File: config.mk
export PLATFORM = sky130hd
export DESIGN_NAME = sal_cell
export DESIGN_NICKNAME = d
export VERILOG_FILES = /design/src/rtl/sal_pkg.sv /design/src/rtl/sal_cell.sv
export SDC_FILE = /design/constraint.sdc
export NUM_CORES = 1
export LEC_CHECK = 0
export ABC_AREA = 1
export BUFFER_PORTS_ARGS = -buffer_cell sky130_fd_sc_hd__buf_4
export CELL_PAD_IN_SITES_DETAIL_PLACEMENT = 0
export CELL_PAD_IN_SITES_GLOBAL_PLACEMENT = 1
export CORE_AREA = 8 8 105 145
export CTS_BUF_LIST = sky130_fd_sc_hd__clkbuf_8
export DETAILED_ROUTE_END_ITERATION = 16
export DIE_AREA = 0 0 113 153
export PLACE_DENSITY = 0.83
export SETUP_SLACK_MARGIN = 0.2
export SLEW_MARGIN = 20
export SYNTH_ARGS = -nofsm -noshare
export SYNTH_HDL_FRONTEND = slang
export SYNTH_SLANG_ARGS = --single-unit
File: constraint.sdc
create_clock -name clk_i -period 2.98 [get_ports clk_i]
set_input_delay 0.596 -clock clk_i [delete_from_list [all_inputs] [get_ports clk_i]]
set_output_delay 0.596 -clock clk_i [all_outputs]
set_load 0.02 [all_outputs]
File: src/rtl/sal_pkg.sv
// Package for the shifting array list core: sizes, codes and payload types.
// Used by every module of the block; depends on nothing.
package sal_pkg;

  localparam int CAPACITY   = 256;
  localparam int ELEM_W     = 32;
  localparam int IDX_W      = (CAPACITY > 1) ? $clog2(CAPACITY) : 1;
  localparam int CNT_W      = $clog2(CAPACITY + 1);
  localparam int POS_W      = 8;
  localparam int DATA_W     = 32;
  localparam int CMP_W      = (CNT_W > POS_W) ? CNT_W : POS_W;
  localparam int GROUP_SZ   = 16;
  localparam int NUM_GROUPS = (CAPACITY + GROUP_SZ - 1) / GROUP_SZ;

  typedef enum logic [2:0] {
    FN_INSERT   = 3'd0,
    FN_APPEND   = 3'd1,
    FN_REMOVE   = 3'd2,
    FN_SET      = 3'd3,
    FN_GET      = 3'd4,
    FN_CONTAINS = 3'd5
  } sal_func_e;

  typedef enum logic [1:0] {
    STS_OK     = 2'd0,
    STS_EMPTY  = 2'd1,
    STS_BADPOS = 2'd2,
    STS_FULL   = 2'd3
  } sal_status_e;

  typedef enum logic [2:0] {
    CO_NONE,
    CO_INSERT,
    CO_REMOVE,
    CO_SET,
    CO_GET,
    CO_SCAN
  } sal_op_e;

  typedef enum logic [2:0] {
    SM_IDLE,
    SM_APPLY,
    SM_GROUP,
    SM_MERGE,
    SM_DONE
  } sal_state_e;

  typedef struct packed {
    logic [2:0]        func;
    logic [POS_W-1:0]  pos;
    logic [DATA_W-1:0] value;
  } sal_in_t;

  typedef struct packed {
    logic [DATA_W-1:0] read_value;
    logic              found;
    logic [1:0]        status;
    logic [8:0]        count;
  } sal_out_t;

  // Command broadcast to every cell of the chain.
  typedef struct packed {
    logic              go;
    sal_op_e           op;
    logic [IDX_W-1:0]  pos;
    logic [CNT_W-1:0]  count;
    logic [ELEM_W-1:0] value;
  } sal_cmd_t;

endpackage

File: src/rtl/sal_cell.sv
// One storage cell of the list chain: holds one entry, shifts with its
// neighbors and reports its own match and read data. Depends on sal_pkg.
module sal_cell (
  input  logic                      clk_i,
  input  logic [sal_pkg::IDX_W-1:0]  idx_i,
  input  sal_pkg::sal_cmd_t          cmd_i,
  input  logic [sal_pkg::ELEM_W-1:0] prev_i,
  input  logic [sal_pkg::ELEM_W-1:0] next_i,
  output logic [sal_pkg::ELEM_W-1:0] data_o,
  output logic                       hit_o,
  output logic [sal_pkg::ELEM_W-1:0] rd_o
);
  import sal_pkg::*;

  logic [ELEM_W-1:0] data_q, data_d;
  logic              hit_q, hit_d;
  logic [ELEM_W-1:0] rd_q, rd_d;
  logic              at_pos;

  assign at_pos = (idx_i == cmd_i.pos);

  always_comb begin
    data_d = data_q;
    case (cmd_i.op)
      CO_INSERT: begin
        if (idx_i > cmd_i.pos) begin
          data_d = prev_i;
        end else if (at_pos) begin
          data_d = cmd_i.value;
        end
      end
      CO_REMOVE: begin
        if (idx_i >= cmd_i.pos) begin
          data_d = next_i;
        end
      end
      CO_SET: begin
        if (at_pos) begin
          data_d = cmd_i.value;
        end
      end
      default: begin
        data_d = data_q;
      end
    endcase
  end

  // Match and read use the contents from before this command.
  assign hit_d = (cmd_i.op == CO_SCAN) && ({1'b0, idx_i} < CNT_W'(cmd_i.count)) &&
                 (data_q == cmd_i.value);
  assign rd_d  = ((cmd_i.op == CO_GET) && at_pos) ? data_q : '0;

  always_ff @(posedge clk_i) begin
    if (cmd_i.go) begin
      data_q <= data_d;
      hit_q  <= hit_d;
      rd_q   <= rd_d;
    end
  end

  assign data_o = data_q;
  assign hit_o  = hit_q;
  assign rd_o   = rd_q;

endmodule

# [Word-level counts from Yosys, hierarchy flattened]
# Index checks and enable logic that the tools add are counted.
[op_classes] reduce_logical=5 eq_ne=8 n_lt_le_gt_ge=3 n_mux=4
[op_table] operator="$mux 32" n=3
[op_table] operator="$pmux 32 s3" n=1
[op_table] operator="$eq 32x32->1" n=1
[op_table] operator="$lt 8x9->1" n=1
[op_table] operator="$eq 8x8->1" n=1
[op_table] operator="$ge 8x8->1" n=1
[op_table] operator="$gt 8x8->1" n=1
[op_table] operator="$eq 3x2->1 const B" n=2
[op_table] operator="$eq 3x3->1 const B" n=2
[op_table] operator="$eq 3x1->1 const B" n=1
[op_table] operator="$logic_and 1x1->1" n=3
[op_table] operator="$reduce_and 3->1" n=1
[op_table] operator="$reduce_bool 3->1" n=1
[op_table] operator="$ne 2x2->1 const B" n=1
[totals] output_inout_bits=65 input_bits=126 elab_cells=23 reg_bits=65

# [Logic depth before layout (Yosys ltp)]
# Gate-level depths: netlist of run 1.
[depth] ltp_word=4 mapped_depth=13 depth_no_buf=13

# [Worst setup path before layout of run 1]
# Ideal clock, no wire load.
[synth_path] path_type="input-to-reg" startpoint="input port cmd_i[44] (netlist name)" endpoint="register data_q[0], in the netlist data_o[0], enable pin" slack_ns=0.416 path_buffers=1 stages=9 required_time_ns=2.593 setup_time_ns=0.387 arrival_time_ns=2.178 cell_sequence="inv_1 > ha_1 > nand2_1 > nor2_2 > nand2_4 > clkbuf_1 > nand4_1 > nand3_1 > inv_1"
[synth_via] elab_chain_len=3
[synth_rtl] item="from (decl)" line="sal_cell.sv:6" text="input sal_pkg::sal_cmd_t cmd_i,"
[synth_rtl] item="$ge 8x8->1" line="sal_cell.sv:33" text="if (idx_i >= cmd_i.pos) begin"
[synth_rtl] item="$ne 2x2->1 (no source line)"
[synth_rtl] item="$reduce_and 3->1 (no source line)"
[synth_rtl] item="to (signal assigned)" line="sal_cell.sv:55" text="data_q <= data_d;"
[synth_rtl] item="to (decl)" line="sal_cell.sv:15" text="logic [ELEM_W-1:0] data_q, data_d;"
# Every way passes these cells.
# A chain may end at the register's enable or synchronous reset.

# [Final worst setup path of run 1]
[layout_path] startpoint="input port idx_i[5] (netlist name)" endpoint="register data_q[13], in the netlist data_o[13], data pin"
[layout_via] elab_chain_len=4 elab_cells_between_ends=5
[layout_rtl] item="from (decl)" line="sal_cell.sv:5" text="input logic [sal_pkg::IDX_W-1:0] idx_i,"
[layout_rtl] item="branches (longest 3 deep; another with $gt 8x8->1)"
[layout_rtl] item="$pmux 32 s3 (*)" line="sal_cell.sv:24" text="case (cmd_i.op)"
[layout_rtl] item="net data_d[13]" line="sal_cell.sv:15"
# Mark *: on every way through the listed nets, which the timed path passes.

==> results.cfg, run 1 <==
[cts]
clock_latency_ps = 350
root_buffer = clkbuf_8
cts_max_level = 3
numCtsBuffers = 9
cts_tree = done
path_clk_slew_ps = 70
clock_sinks = 65
cts_setup_buffers = 0
clockBufferDepth = 2

[sta]
setup_viol = 0
rsz0062_at_grt = false
skew_ps = 6.257
setup_ws_ps = 675.5
min_period_over_period_pct = 77.33
fin_tns_setup_ps = 0
max-slew-margin-rel_pct = 41.90
clock.fmax_mhz = 433.9
slew_viol_final = 0
finalHoldViolCount = 0
worst-slew-pin-transition_ps = 870.5
finalCriticalPeriod_ps = 2304

[job]
drv_cap = 0

[critical_path]
path_class = input port to register
cp_max_fo = 32
start_kind = input port
cp_data_required_time_ps = 3070
worst_ep_arrival_time_ps = 2400
end_kind = register

[floorplanning]
start_util_pct = 32.78
dieHeight_um = 153
rows = 50
io_pins = 191
core-area_um2 = 13140
die_w_um = 113
dieArea_um2 = 17290

[global_routing]
overflow = 0
antenna_found_initial = 0
grt_pass1_wl_um = 24890
track_usage_pct = 18.59
grt_pass1_vias = 4571
grt_max_degree = 46

[finish]
layout_common_cells = 199 x buf_4, 147 x nand2_1, 99 x nand3_1, 93 x inv_1, 65 x edfxtp_1
antennaDiodeCount = 0
stdcell_area_um2 = 5978
nets = 886
final_common_cell = buf_4
drive_gt1_share_pct = 29.59
area_growth_pct = 38.81
final_cells = 903

[synthesis]
synth-seq-cells = 65
syn-num-nets = 699
syn_inst = 558
ys_types = 24
synthesis.area_um2 = 4307
avgSynthCellArea_um2 = 7.718
synth_seq_area_share_pct = 45.32
synth_warnings = 0

[power]
comb_power_share_pct = 25.8
ir_drop_uv = 139.9
p_leak_nw = 3.084
p_seq_share_pct = 47.9
switching_power_uw = 685.2
switching_share_pct = 29.98
p_total_mw = 2.286
power_density_nw_per_um2 = 382.3
power.internal_mw = 1.600
p_clk_share_pct = 26.3

[drt]
vias = 4454
drc = 0
wl_um = 16200
drt_iter0_drc = 312
ant_nets = 0
vias_per_cell = 4.932
routedWlPerCell_um = 17.94
drt_pass1_iterations = 5

[place]
postPlaceCellArea_um2 = 5833
io_buffers = 190
gp_congestion = 0.8632
place_ws_ps = 18.81
dpl.hpwl_um = 12390
dp_cells = 889

[status]
status = finished clean

[min_path]
min_path_type = input port to register
-- power by group through the flow --
stage | combinational (mW) | clock [mW] | sequential [mW]
after floorplan | 0.255 | 0 | 1.16
after global placement | 0.578 | 0 | 1.11
after detailed placement | 0.590 | 0 | 1.11
after CTS | 0.592 | 0.618 | 1.09
after global routing | 0.650 | 0.656 | 1.10
final | 0.590 | 0.601 | 1.09
-- through the flow --
step | hold slack (ps) | utilization [%]
6_report | 532.9 | 45.50
5_1_grt | 530.3 | 45.50
4_1_cts | 519.1 | 45.46
3_5_place_dp | 637.3 | 44.40
3_3_place_gp | 619.3 | 44.40
2_1_floorplan | 708.5 | -
-- critical path, cell delays in order --
cell and delay, ps:
buf_4 120, ha_1 300, nand2_1 120, nor2_4 50, nand2_4 60, inv_4 50
nor2_4 450, nand2_4 370, nand3_1 180, nand3_1 80
-- state kept, by name (all words and copies together), names as in the netlist --
name / count
rd_o: 32
data_o: 32
hit_o: 1
-- synth_stat cells (all sizes together) --
cell type | number | share of area [%]
xnor2 | 6 | 1.2
o21ai | 35 | 4.1
inv | 94 | 8.3
nor3 | 1 | 0.23
a21oi | 7 | 0.81
nand2 | 151 | 14
edfxtp | 65 | 45
nand4 | 6 | 1.2
ha | 15 | 4.4
o22ai | 4 | 0.58
o221ai | 1 | 0.20
clkbuf | 1 | 0.087
nand3 | 99 | 12
nor2 | 50 | 4.8
buf | 23 | 3.7
-- worst paths after layout --
check | startpoint | end | slack (ps) | depth (start not counted)
worst max-delay path | idx_i[5] | data_o[13] | 680 | 10
worst min-delay path | next_i[0] | data_o[0] | 530 | 3
worst max register to register | data_o[5] | hit_o | 1460 | 8
worst min register to register | data_o[1] | rd_o[1] | 660 | 2
-- routing by layer --
metal	vias to the layer above	global-route usage [%]	wire, um
li1	2181	-	-
met5	-	0	0
met1	2033	19.89	5759
met2	207	32.96	8447
met4	0	8.280	533
met3	33	5.323	1458
-- area by class of cell --
type / count / area, um^2
Clock buffer: 9 / 123.9
Clock inverter: 4 / 15.01
Fill cell: 1338 / 7159
Inverter: 94 / 355.3
Multi-Input combinational cell: 376 / 1843
Sequential cell: 65 / 1952
Tap cell: 156 / 195.2
Timing Repair Buffer: 199 / 1494
-- repair_timing --
action	in CTS	in global routing
gates resized for setup	0	0
setup endpoints to repair	0	7
hold buffers	0	0
-- kinds of logic (layout without fill, tap and decap cells) --
group | count (synthesis) | count (layout) | share of synthesized area [%]
and+or+nand+nor | 307 | 308 | 31.41
buffers and inverters | 118 | 306 | 12.03
DFF | 65 | 65 | 45.32
AOI/OAI and AO/OA | 47 | 47 | 5.665
adders and majority gates | 15 | 15 | 4.358
xor gates and xnor gates | 6 | 6 | 1.220
(Power assumes the default switching activity.)
==> inputs of run 2 (changes only) <==
--- a/config.mk
+++ b/config.mk
@@ -9,11 +9,11 @@
 export BUFFER_PORTS_ARGS = -buffer_cell sky130_fd_sc_hd__buf_4
 export CELL_PAD_IN_SITES_DETAIL_PLACEMENT = 0
 export CELL_PAD_IN_SITES_GLOBAL_PLACEMENT = 1
-export CORE_AREA = 8 8 105 145
+export CORE_AREA = 8 8 109 151
 export CTS_BUF_LIST = sky130_fd_sc_hd__clkbuf_8
 export DETAILED_ROUTE_END_ITERATION = 16
-export DIE_AREA = 0 0 113 153
-export PLACE_DENSITY = 0.83
+export DIE_AREA = 0 0 117 159
+export PLACE_DENSITY = 0.81
 export SETUP_SLACK_MARGIN = 0.2
 export SLEW_MARGIN = 20
 export SYNTH_ARGS = -nofsm -noshare
==> constraint.sdc (replaced) <==
create_clock -name clk_i -period 2.1 [get_ports clk_i]
set_input_delay 0.42 -clock clk_i [delete_from_list [all_inputs] [get_ports clk_i]]
set_output_delay 0.42 -clock clk_i [all_outputs]
set_load 0.02 [all_outputs]
==> run 2 against run 1 <==
Against the previous run:
- critical path depth is 1 higher
- core utilization is 1.4 points lower
- first-iteration DRC count is 12% lower
- flip-flop and latch count stayed put
- largest cell class is now multi-input gates
==> results.cfg, run 2 (same netlist as run 1, synthesis figures left out) <==
[status]
status = finished clean

[drt]
ant_nets = 0
drt-met1-wl_um = 5692
vias = 4407
routedWlPerCell_um = 17.59
met3WireLength_um = 1327
wl_um = 16550
drc = 0
route.top_layer_used = met4
drt_iter0_drc = 276
wl_met2_um = 8999
drt_pass1_iterations = 6
vias_per_cell = 4.683

[sta]
rsz0062_at_grt = false
clock.fmax_mhz = 558.5
hold_slack_ps = 349.4
worst-slew-pin-transition_ps = 477.1
setup_viol = 0
skew_ps = 9.225
finalCriticalPeriod_ps = 1790
slew_viol_final = 0
setup_ws_ps = 309.5
max-slew-margin-rel_pct = 68.12
min_period_over_period_pct = 85.26
finalHoldViolCount = 0

[place]
dp_cells = 926
gp_congestion = 0.8627
dpl.hpwl_um = 13140
io_buffers = 190
place_ws_ps = -154.6

[job]
drv_cap = 0

[power]
p_clk_share_pct = 29.8
power_density_nw_per_um2 = 554.3
ir_drop_uv = 264.9
p_leak_nw = 3.130
power.internal_mw = 2.432
p_seq_share_pct = 44.7
comb_power_share_pct = 25.5
switching_power_mw = 1.038
switching_share_pct = 29.92

[cts]
cts_setup_buffers = 0
clock_latency_ps = 360
clockBufferDepth = 2
numCtsBuffers = 9
cts_max_level = 3
clock_sinks = 65
path_clk_slew_ps = 80
cts_tree = done
root_buffer = clkbuf_8

[critical_path]
cp_data_required_time_ps = 2210
worst_ep_arrival_time_ps = 1900
endpoint = data_o[15]
worstSetupStartpoint = cmd_i[47]
rr_endpoint = hit_o
end_kind = register
worstRegToRegCells = 8
r2r_setup_slack_ps = 580
start_kind = input port
cp_max_fo = 32
path_class = input port to register
r2r-start = data_o[5]

[finish]
final_common_cell = buf_4
area_growth_pct = 45.35
fillCellCount = 1520
regArea_um2 = 1952
antennaDiodeCount = 0
layout_common_cells = 201 x buf_4, 144 x nand2_1, 98 x nand3_1, 84 x inv_1, 65 x edfxtp_1
nets = 889
drive_gt1_share_pct = 32.98
multi_input_area_um2 = 1968
final_cells = 941

[global_routing]
track_usage_pct = 17.69
overflow = 0
grt_pass1_vias = 4615
antenna_found_initial = 0
grt_max_degree = 45
grt_pass1_wl_um = 24540

[floorplanning]
io_pins = 191
start_util_pct = 30.36
dieArea_um2 = 18600
die_w_um = 117
dieHeight_um = 159
rows = 52
core-area_um2 = 14180

[min_path]
min_from = next_i[30]
min_path_cells = 3
min_path_type = input port to register
## run 2: changes by cell type in the layout (fill, tap and decap cells not counted), sizes merged
cell      previous run  this run
buf                199       203
nor2                51        50
bufinv               0         1
inv                 95        94
clkinvlp             0         1
clkinv               3         4
## run 2: stage by stage
stage	area, um^2	total power, mW	setup TNS (ps)	utilization, %
final	6260	3.470	0	44.13
after global routing	6260	3.620	0	44.13
after CTS	6251	3.487	0	44.07
after detailed placement	6076	2.467	-4197	42.84
after global placement	6076	2.449	-3047	42.84
after floorplan	4463	2.031	0	-
## run 2: critical path, cell delays in order
cell and delay (ps):
buf_4 130, inv_12 30, ha_4 230, nand2_4 70
nor2_4 40, nand2_4 90, inv_4 40, nor2_4 370
nand2_8 240, nand3_1 140, nand3_1 80
## run 2: worst min path at each step
stage                  to
6_report       data_o[30]
5_1_grt        data_o[27]
4_1_cts        data_o[30]
3_5_place_dp      rd_o[1]
3_3_place_gp     rd_o[25]
2_1_floorplan       hit_o
## run 2: layer usage
metal / GRT usage (%) / up-vias
met3: 4.062 / 35
met2: 32.90 / 194
met5: 0 / -
li1: - / 2187
met1: 17.89 / 1991
met4: 7.832 / 0
## run 2: layout make-up
class | count | share of cell area, %
clock buffer | 9 | 1.979
clock inverter | 6 | 0.8195
inverter | 94 | 6.056
multi-input combinational | 375 | 31.44
sequential | 65 | 31.18
tap | 189 | 3.778
timing repair buffer | 203 | 24.75
## run 2: power by group through the flow
stage,Clock (mW),Sequential [mW],Combinational (mW)
global placement,0,1.58,0.870
global route,1.09,1.56,0.967
floorplan,0,1.64,0.390
finish,1.03,1.55,0.886
detailed placement,0,1.58,0.888
CTS,1.05,1.55,0.890
## run 2: repair_timing
action                     in CTS  in global routing
setup endpoints to repair       0                 32
hold buffers                    0                  0
resized for setup               0                  1
